==> config.mk <==
export PLATFORM = sky130hd
export DESIGN_NAME = mandelbrot_escape_pixel_unit
export DESIGN_NICKNAME = d
export VERILOG_FILES = /design/src/rtl/mebp_pkg.sv /design/src/rtl/mebp_mul.sv /design/src/rtl/mandelbrot_escape_pixel_unit.sv
export SDC_FILE = /design/constraint.sdc
export NUM_CORES = 2
export LEC_CHECK = 0
export BUFFER_PORTS_ARGS = -buffer_cell sky130_fd_sc_hd__buf_2
export CORE_MARGIN = 3
export CORE_UTILIZATION = 23
export CTS_BUF_LIST = sky130_fd_sc_hd__clkbuf_16
export DETAILED_ROUTE_END_ITERATION = 10
export PLACE_DENSITY_LB_ADDON = 0.15
export REMOVE_ABC_BUFFERS = 1
export SLEW_MARGIN = 5
export SYNTH_ARGS = -nofsm -noshare
export SYNTH_HDL_FRONTEND = slang
export SYNTH_SLANG_ARGS = --single-unit
export TNS_END_PERCENT = 30
==> constraint.sdc <==
create_clock -name clock -period 34.4 [get_ports clock]
set_input_delay 3.44 -clock clock [delete_from_list [all_inputs] [get_ports clock]]
set_output_delay 3.44 -clock clock [all_outputs]
set_load 0.1 [all_outputs]
==> src/rtl/mebp_pkg.sv <==
// Package for the escape-time pixel unit: sequencer states, colour channel
// select codes, register indexes and fixed-point constants.
// No dependencies.
package mebp_pkg;

   localparam int COORD_W  = 32;
   localparam int FRAC_W   = 26;
   localparam int Z_W      = 34;
   localparam int MUL_W    = 33;
   localparam int PROD_W   = 64;
   localparam int IDX_W    = 12;
   localparam int CNT_W    = 16;
   localparam int CH_W     = 8;
   localparam int ADDR_W   = 5;
   localparam int DATA_W   = 32;
   localparam int QBITS    = 18;
   localparam int STEP_W   = 5;
   localparam int REM_W    = 54;

   localparam logic signed [Z_W-1:0] Z_TWO = Z_W'(64'sd2 <<< FRAC_W);
   localparam logic signed [PROD_W-1:0] SUM_FOUR = PROD_W'(64'sd4 <<< (2 * FRAC_W));

   localparam logic signed [MUL_W-1:0] RED_NUM   = MUL_W'(100000);
   localparam logic signed [MUL_W-1:0] RED_DEN   = MUL_W'(1394 * 215);
   localparam logic signed [MUL_W-1:0] GREEN_NUM = MUL_W'(1000000);
   localparam logic signed [MUL_W-1:0] GREEN_DEN = MUL_W'(1548 * 220);
   localparam logic signed [MUL_W-1:0] BLUE_NUM  = MUL_W'(460);
   localparam logic signed [MUL_W-1:0] BLUE_DEN  = MUL_W'(255);

   localparam logic [31:0] X_ORIGIN_RST = 32'hF800_0000;
   localparam logic [31:0] Y_ORIGIN_RST = 32'hF800_0000;
   localparam logic [31:0] X_INC_RST    = 32'd1073741;
   localparam logic [31:0] Y_INC_RST    = 32'd1073741;
   localparam logic [15:0] LIMIT_RST    = 16'd1000;

   typedef enum logic [2:0] {
      REG_X_ORIGIN = 3'd0,
      REG_Y_ORIGIN = 3'd1,
      REG_X_INC    = 3'd2,
      REG_Y_INC    = 3'd3,
      REG_LIMIT    = 3'd4
   } reg_index_type;

   typedef enum logic [4:0] {
      ST_IDLE,
      ST_MAP_X,
      ST_MAP_Y,
      ST_MAP_C,
      ST_ITER_CHK,
      ST_ITER_II,
      ST_ITER_RI,
      ST_ITER_UPD,
      ST_COL_NN,
      ST_COL_SQ,
      ST_COL_NUM,
      ST_COL_DEN,
      ST_DIV_LOAD,
      ST_DIV_RUN,
      ST_DONE
   } state_type;

   typedef enum logic [1:0] {
      CH_RED,
      CH_GREEN,
      CH_BLUE
   } chan_type;

endpackage

==> src/rtl/mebp_mul.sv <==
// Shared signed multiplier with a registered product.
// Depends on mebp_pkg for operand and product widths.
module mebp_mul (
   input  logic                                    clock,
   input  logic signed [mebp_pkg::MUL_W-1:0]       mul_a,
   input  logic signed [mebp_pkg::MUL_W-1:0]       mul_b,
   output logic signed [mebp_pkg::PROD_W-1:0]      product_ff
);
   import mebp_pkg::*;

   logic signed [2*MUL_W-1:0] product_in;

   assign product_in = mul_a * mul_b;

   always_ff @(posedge clock) begin
      product_ff <= product_in[PROD_W-1:0];
   end

endmodule

==> src/rtl/mandelbrot_escape_pixel_unit.sv <==
// Escape-time pixel unit: maps a pixel to a point, iterates z = z*z + c on one
// shared multiplier, then derives the three colour channels with a serial divider.
// Iterations end at the limit, at the bound test or at the magnitude test, and
// each division runs 18 steps.
// One word is in flight at a time; a new word is taken in the cycle after the result
// is loaded. Synchronous reset clears the sequencer and output valid and loads the register defaults.
module mandelbrot_escape_pixel_unit (
   input  logic                              clock,
   input  logic                              reset,
   input  logic                              req_valid,
   output logic                              req_stall,
   input  logic [11:0]                       req_column,
   input  logic [11:0]                       req_row,
   output logic                              rsp_valid,
   input  logic                              rsp_stall,
   output logic [15:0]                       rsp_iteration_count,
   output logic [7:0]                        rsp_red,
   output logic [7:0]                        rsp_green,
   output logic [7:0]                        rsp_blue,
   input  logic                              psel,
   input  logic                              penable,
   input  logic                              pwrite,
   input  logic [mebp_pkg::ADDR_W-1:0]       paddr,
   input  logic [mebp_pkg::DATA_W-1:0]       pwdata,
   output logic [mebp_pkg::DATA_W-1:0]       prdata,
   output logic                              pready
);
   import mebp_pkg::*;

   state_type state_ff, state_in;
   chan_type  chan_ff, chan_in;

   logic [31:0] x_origin_ff, y_origin_ff, x_inc_ff, y_inc_ff;
   logic [15:0] limit_ff;
   reg_index_type reg_sel;
   logic wr_en;

   logic [IDX_W-1:0] col_ff, row_ff;
   logic signed [COORD_W-1:0] cre_ff, cre_in, cim_ff, cim_in;
   logic signed [Z_W-1:0] re_ff, re_in, im_ff, im_in;
   logic signed [PROD_W-1:0] rr_ff, ii_ff, diff, twice, sum;
   logic signed [PROD_W-1:0] nre, nim;
   logic [CNT_W-1:0] n_ff;
   logic [31:0] nn_ff;
   logic [REM_W-1:0] rem_ff, dsh_ff;
   logic [CH_W-1:0] q_ff, q_in;
   logic [STEP_W-1:0] step_ff;
   logic [CH_W-1:0] red_ff, green_ff, blue_ff;
   logic ge;
   logic in_bounds, escaped;

   logic signed [MUL_W-1:0] mul_a, mul_b;
   logic signed [PROD_W-1:0] product;

   logic rsp_valid_ff;
   logic [CNT_W-1:0] rsp_cnt_ff;
   logic [CH_W-1:0] rsp_red_ff, rsp_green_ff, rsp_blue_ff;
   logic rsp_load;

   mebp_mul u_mul (
      .clock      (clock),
      .mul_a      (mul_a),
      .mul_b      (mul_b),
      .product_ff (product)
   );

   // Register port.
   assign pready  = 1'b1;
   assign reg_sel = reg_index_type'(paddr[ADDR_W-1:2]);
   assign wr_en   = psel & penable & pwrite;

   always_comb begin
      unique case (reg_sel)
         REG_X_ORIGIN: prdata = x_origin_ff;
         REG_Y_ORIGIN: prdata = y_origin_ff;
         REG_X_INC:    prdata = x_inc_ff;
         REG_Y_INC:    prdata = y_inc_ff;
         REG_LIMIT:    prdata = {16'd0, limit_ff};
         default:      prdata = '0;
      endcase
   end

   always_ff @(posedge clock) begin
      if (reset) begin
         x_origin_ff <= X_ORIGIN_RST;
         y_origin_ff <= Y_ORIGIN_RST;
         x_inc_ff    <= X_INC_RST;
         y_inc_ff    <= Y_INC_RST;
         limit_ff    <= LIMIT_RST;
      end else if (wr_en) begin
         unique case (reg_sel)
            REG_X_ORIGIN: x_origin_ff <= pwdata;
            REG_Y_ORIGIN: y_origin_ff <= pwdata;
            REG_X_INC:    x_inc_ff    <= pwdata;
            REG_Y_INC:    y_inc_ff    <= pwdata;
            REG_LIMIT:    limit_ff    <= pwdata[15:0];
            default: ;
         endcase
      end
   end

   // Datapath helpers.
   assign in_bounds = (re_ff <= Z_TWO) && (re_ff >= -Z_TWO) &&
                      (im_ff <= Z_TWO) && (im_ff >= -Z_TWO);
   assign sum     = rr_ff + ii_ff;
   assign escaped = sum > SUM_FOUR;
   assign diff    = rr_ff - ii_ff;
   assign twice   = product <<< 1;
   assign nre     = diff >>> FRAC_W;
   assign nim     = twice >>> FRAC_W;
   assign re_in   = nre[Z_W-1:0] + Z_W'(cre_ff);
   assign im_in   = nim[Z_W-1:0] + Z_W'(cim_ff);
   assign cre_in  = x_origin_ff + product[COORD_W-1:0];
   assign cim_in  = y_origin_ff + product[COORD_W-1:0];
   assign ge      = rem_ff >= dsh_ff;
   assign q_in    = {q_ff[CH_W-2:0], ge};
   assign rsp_load = !rsp_valid_ff || !rsp_stall;

   // Multiplier operand selection.
   always_comb begin
      mul_a = '0;
      mul_b = '0;
      unique case (state_ff)
         ST_MAP_X: begin
            mul_a = MUL_W'(col_ff);
            mul_b = MUL_W'($signed(x_inc_ff));
         end
         ST_MAP_Y: begin
            mul_a = MUL_W'(row_ff);
            mul_b = MUL_W'($signed(y_inc_ff));
         end
         ST_ITER_CHK: begin
            mul_a = re_ff[MUL_W-1:0];
            mul_b = re_ff[MUL_W-1:0];
         end
         ST_ITER_II: begin
            mul_a = im_ff[MUL_W-1:0];
            mul_b = im_ff[MUL_W-1:0];
         end
         ST_ITER_RI: begin
            mul_a = re_ff[MUL_W-1:0];
            mul_b = im_ff[MUL_W-1:0];
         end
         ST_COL_NN: begin
            mul_a = MUL_W'(n_ff);
            mul_b = MUL_W'(n_ff);
         end
         ST_COL_NUM: begin
            case (chan_ff)
               CH_RED: begin
                  mul_a = MUL_W'(nn_ff);
                  mul_b = RED_NUM;
               end
               CH_GREEN: begin
                  mul_a = MUL_W'(nn_ff);
                  mul_b = GREEN_NUM;
               end
               default: begin
                  mul_a = MUL_W'(n_ff);
                  mul_b = BLUE_NUM;
               end
            endcase
         end
         ST_COL_DEN: begin
            case (chan_ff)
               CH_RED: begin
                  mul_a = MUL_W'(limit_ff);
                  mul_b = RED_DEN;
               end
               CH_GREEN: begin
                  mul_a = MUL_W'(limit_ff);
                  mul_b = GREEN_DEN;
               end
               default: begin
                  mul_a = BLUE_DEN;
                  mul_b = MUL_W'(1);
               end
            endcase
         end
         default: ;
      endcase
   end

   // Next state.
   always_comb begin
      state_in = state_ff;
      chan_in  = chan_ff;
      unique case (state_ff)
         ST_IDLE:     if (req_valid) state_in = ST_MAP_X;
         ST_MAP_X:    state_in = ST_MAP_Y;
         ST_MAP_Y:    state_in = ST_MAP_C;
         ST_MAP_C:    state_in = ST_ITER_CHK;
         ST_ITER_CHK: begin
            if (n_ff >= limit_ff || !in_bounds) state_in = ST_COL_NN;
            else state_in = ST_ITER_II;
         end
         ST_ITER_II:  state_in = ST_ITER_RI;
         ST_ITER_RI:  state_in = ST_ITER_UPD;
         ST_ITER_UPD: begin
            if (escaped) state_in = ST_COL_NN;
            else state_in = ST_ITER_CHK;
         end
         ST_COL_NN:   state_in = ST_COL_SQ;
         ST_COL_SQ: begin
            state_in = ST_COL_NUM;
            chan_in  = CH_RED;
         end
         ST_COL_NUM:  state_in = ST_COL_DEN;
         ST_COL_DEN:  state_in = ST_DIV_LOAD;
         ST_DIV_LOAD: state_in = ST_DIV_RUN;
         ST_DIV_RUN: begin
            if (step_ff == '0) begin
               case (chan_ff)
                  CH_RED: begin
                     chan_in  = CH_GREEN;
                     state_in = ST_COL_NUM;
                  end
                  CH_GREEN: begin
                     chan_in  = CH_BLUE;
                     state_in = ST_COL_NUM;
                  end
                  default: state_in = ST_DONE;
               endcase
            end
         end
         ST_DONE:     if (rsp_load) state_in = ST_IDLE;
         default:     state_in = ST_IDLE;
      endcase
   end

   // Outputs of the sequencer.
   assign req_stall = (state_ff != ST_IDLE);

   always_ff @(posedge clock) begin
      if (reset) begin
         state_ff     <= ST_IDLE;
         chan_ff      <= CH_RED;
         rsp_valid_ff <= 1'b0;
      end else begin
         state_ff <= state_in;
         chan_ff  <= chan_in;
         if (state_ff == ST_DONE && rsp_load) rsp_valid_ff <= 1'b1;
         else if (!rsp_stall) rsp_valid_ff <= 1'b0;
      end
   end

   always_ff @(posedge clock) begin
      case (state_ff)
         ST_IDLE: begin
            col_ff <= req_column;
            row_ff <= req_row;
         end
         ST_MAP_Y: cre_ff <= cre_in;
         ST_MAP_C: begin
            cim_ff <= cim_in;
            re_ff  <= Z_W'(cre_ff);
            im_ff  <= Z_W'(cim_in);
            n_ff   <= '0;
         end
         ST_ITER_II: rr_ff <= product;
         ST_ITER_RI: ii_ff <= product;
         ST_ITER_UPD: begin
            if (!escaped) begin
               re_ff <= re_in;
               im_ff <= im_in;
               n_ff  <= n_ff + 1'b1;
            end
         end
         ST_COL_SQ:  nn_ff <= product[31:0];
         ST_COL_DEN: rem_ff <= product[REM_W-1:0];
         ST_DIV_LOAD: begin
            dsh_ff  <= {product[REM_W-QBITS:0], {(QBITS-1){1'b0}}};
            step_ff <= STEP_W'(QBITS - 1);
            q_ff    <= '0;
         end
         ST_DIV_RUN: begin
            if (ge) rem_ff <= rem_ff - dsh_ff;
            dsh_ff  <= dsh_ff >> 1;
            q_ff    <= q_in;
            step_ff <= step_ff - 1'b1;
            if (step_ff == '0) begin
               case (chan_ff)
                  CH_RED:   red_ff   <= (limit_ff == '0) ? '0 : q_in;
                  CH_GREEN: green_ff <= (limit_ff == '0) ? '0 : q_in;
                  default:  blue_ff  <= q_in;
               endcase
            end
         end
         ST_DONE: begin
            if (rsp_load) begin
               rsp_cnt_ff   <= n_ff;
               rsp_red_ff   <= red_ff;
               rsp_green_ff <= green_ff;
               rsp_blue_ff  <= blue_ff;
            end
         end
         default: ;
      endcase
   end

   assign rsp_valid           = rsp_valid_ff;
   assign rsp_iteration_count = rsp_cnt_ff;
   assign rsp_red             = rsp_red_ff;
   assign rsp_green           = rsp_green_ff;
   assign rsp_blue            = rsp_blue_ff;

   a_count_in_limit: assert property (@(posedge clock) disable iff (reset)
      (state_ff == ST_ITER_II || state_ff == ST_ITER_RI || state_ff == ST_ITER_UPD)
      |-> (n_ff < limit_ff))
      else $error("iteration count passed the limit");

   a_square_in_range: assert property (@(posedge clock) disable iff (reset)
      (state_ff == ST_ITER_II) |-> (re_ff <= Z_TWO && re_ff >= -Z_TWO &&
                                    im_ff <= Z_TWO && im_ff >= -Z_TWO))
      else $error("squaring an operand outside the escape radius");

   a_div_start: assert property (@(posedge clock) disable iff (reset)
      (state_ff == ST_DIV_LOAD) |=> (state_ff == ST_DIV_RUN &&
                                     step_ff == STEP_W'(QBITS - 1)))
      else $error("divider did not start with a full step count");

   a_hold_result: assert property (@(posedge clock) disable iff (reset)
      (state_ff == ST_DONE && rsp_valid_ff && rsp_stall) |=> (state_ff == ST_DONE))
      else $error("finished word dropped while output was stalled");

endmodule
==> impl_metrics.csv <==
group,metric,value,unit
cts,clockRootBuffer,"clkbuf_16",
setup_path,critPathMaxFanout,24,
route,met2_length,173000,um
placement,dpl_worst_slack,21.69,ns
sta,finalHoldViolCount,0,
logic_synthesis,yosys-top-cells-area,"fa_1 28%, edfxtp_1 19%, ha_1 8.3%",
setup_path,cp-start-kind,"flop",
sta,clock.fmax,0.0779,GHz
setup_path,max_stage_delay,0.99,ns
route,ant_nets,0,
route,dr.pass1.iters,6,
route,vias,65100,
logic_synthesis,yosysWarnings,0,
route,drt_iter0_drc,6154,
flow_run,maxCapViolations,0,
setup_path,cp-end-kind,"flop",
power_and_ir_drop,ir_drop,0.0000404,V
sta,setup_viol,0,
outcome,status,"finished clean",
sta,rsz0062_at_grt,"no",
cts,cts_sinks,731,
power_and_ir_drop,report.power.total,0.00271,W
finish,nets,10400,
route,via_per_inst,4.86,
placement,dp_hpwl,276000,um
grt,antenna_found_initial,76,
cts,cts_tree,"built",
finish,fin_util,26.0,%
grt,grt_max_degree,85,
cts,hold_buffers,0,
logic_synthesis,synth_seq_cells,731,
finish,fillCellCount,37300,
logic_synthesis,syn_area_per_cell,9.29,um^2
logic_synthesis,synth_cells,8649,
floorplan,num_rows,216,
floorplan,die_h,597,um
sta,final.setup.tns,0,ns
sta,worstMarginPinSlew,1.39,ns
setup_path,cp.required,35.12,ns
logic_synthesis,synth_cell_types,96,
logic_synthesis,synth_edf_count,516,
cts,cts_buffers,94,
setup_path,critical_path_arrival,13.55,ns
grt,overflow,0,
floorplan,core_region_area,347000,um^2
route,route.met3.wl,21900,um
cts,cts_resized,0,
floorplan,pin_count,143,
route,drc_errors,0,
setup_path,crit_type,"reg2reg",
sta,timing.hold.ws,0.415,ns
cts,post-cts-setup-buffers,0,
worst_hold_path,min_path_type,"reg2reg",
placement,gp_congestion,0.916,
finish,syn2layout_area_growth,12.4,%
setup_path,cp_slowest_cell,"a21oi_2",
grt,grt_pass1_vias,67100,
cts,htreeDepth,3,
power_and_ir_drop,pwr_density_cell,30.0,nW/um^2
sta,finalWorstSetupSlack,21.57,ns
logic_synthesis,yosysTopAreaCellShare,28.2,%
logic_synthesis,syn_area,80300,um^2
cts,clkTransAtPathRegs,0.06,ns
route,highest_layer,"met5",
floorplan,initial_core_util,23.2,%
finish,final_common_cell,"inv_1",
grt,grtUsageTotal,20.1,%
placement,io_buffers,139,
power_and_ir_drop,p_leak,39.4,nW
cts,clockBufferDepth,3,
finish,layout-drive-gt1-share,7.16,%
logic_synthesis,synth_top_area_cell,"fa_1",
route,wl_met1,149000,um
logic_synthesis,async_reset_ff_share,0,%
cts,insertion_delay,0.79,ns
sta,fin_crit_sh,37.3,%
finish,mostFrequentLayoutCells,"1353 x inv_1, 1297 x nand2_1, 1131 x fa_1",
route,drt_wl_total,364000,um
sta,fin_crit,12.83,ns
logic_synthesis,ys_seq_area_share,24.6,%
setup_path,path_common_cell,"fa_1",
logic_synthesis,ys.flop_type,"edfxtp_1",
sta,maxSlewHeadroom,7.54,%
sta,finClkSkew,0.0994,ns
route,route.detailed.wl_per_inst,27.2,um
grt,grt_pass1_wl,510000,um
floorplan,dieArea,356000,um^2
sta,drv_slew,0,
floorplan,fp.dieW,597,um
==> path summary, 6_finish.rpt <==
| check | to | slack [ns] | cells after the start | startpoint |
|---|---|---|---|---|
| worst min-delay path | rsp_green[0] | 0.42 | 0 | green_ff[0] |
| worst max-delay path | u_mul.product_ff[62] | 21.57 | 31 | state_ff[0] |
| worst max register to register | u_mul.product_ff[62] | 21.57 | 31 | state_ff[0] |
| worst min register to register | rsp_green[0] | 0.42 | 0 | green_ff[0] |
==> sequential cells by signal, indices dropped and copies added, names as in the netlist, 34 cells and up <==
name              flops
rem_ff               54
im_ff                34
rr_ff                64
dsh_ff               54
re_ff                34
u_mul.product_ff     64
ii_ff                64
==> per-stage QoR <==
step / instance area (um^2) / instances
detailed placement: 87200 / 13200
finish: 90300 / 13400
global placement: 87200 / 13200
global route: 90300 / 13400
CTS: 90300 / 13400
floorplan: 78900 / 8259
==> metal layers <==
layer,vias to the layer above,global-route usage (%)
li1,28500,-
met1,33700,25.4
met2,2280,33.9
met3,565,2.97
met4,6,9.19
met5,-,0
==> cell usage after synthesis, types with 11 or more instances <==
cell,number
inv_1,1332
nand2_1,1306
fa_1,1131
nor2_1,749
ha_1,534
edfxtp_1,516
a21oi_1,420
clkbuf_1,349
o21ai_0,299
dfxtp_1,215
xnor2_1,182
a21o_1,157
xor2_1,112
nand3_1,88
a22oi_1,86
nor2b_1,73
nor3_1,68
nor4_1,65
nand4_1,58
nand2b_1,55
and2_1,54
and3_1,50
o21bai_1,48
o21a_1,46
a31oi_1,41
o31ai_1,40
a211oi_1,39
nand3b_1,33
o211ai_1,32
a211o_1,31
buf_1,30
and4_1,26
mux2_2,26
o22ai_1,26
or3_1,26
a221oi_1,24
a222oi_1,20
or2_2,18
mux4_2,16
a21boi_0,15
a2111oi_0,14
o2111ai_1,11
==> cells by family after synthesis <==
| group | after synthesis | share of synthesized area [%] |
|---|---|---|
| compound gates | 1487 | 12.1 |
| xor+xnor | 294 | 3.21 |
| simple gates | 2698 | 14.6 |
| fa+ha+maj | 1665 | 36.5 |
| mux | 50 | 0.913 |
| buf+inv | 1723 | 8.07 |
| other cells | 1 | 0.00467 |
| flops | 731 | 24.6 |
==> final cells by class <==
cell class                 instances  area (um^2)  area share (%)
antenna                           24         60.1          0.0665
clock buffer                      95         2380            2.63
clock inverter                    80          704           0.780
inverter                        1333         5000            5.54
multi-input combinational       6195        54400            60.2
sequential                       731        19800            21.9
tap                             4578         5730            6.34
timing repair buffer             351         2290            2.53
==> power by group <==
part           leakage (nW)  total (W)  switching, W  internal (W)
logic                  31.3   0.000634      0.000452      0.000182
clock network          1.59    0.00101      0.000442      0.000565
registers              6.48    0.00107     0.0000696       0.00100
total                  39.4    0.00271      0.000964       0.00175
==> critical path, delay by kind of cell, from the launching register on <==
family / cells / cell delay [ns]
compound gates: 8 / 4.33
xor+xnor: 1 / 0.19
fa+ha+maj: 9 / 4.32
buf+inv: 6 / 0.83
simple gates: 7 / 2.09
flops: 1 / 0.93
No activity file was read; power rests on OpenSTA's default activity.
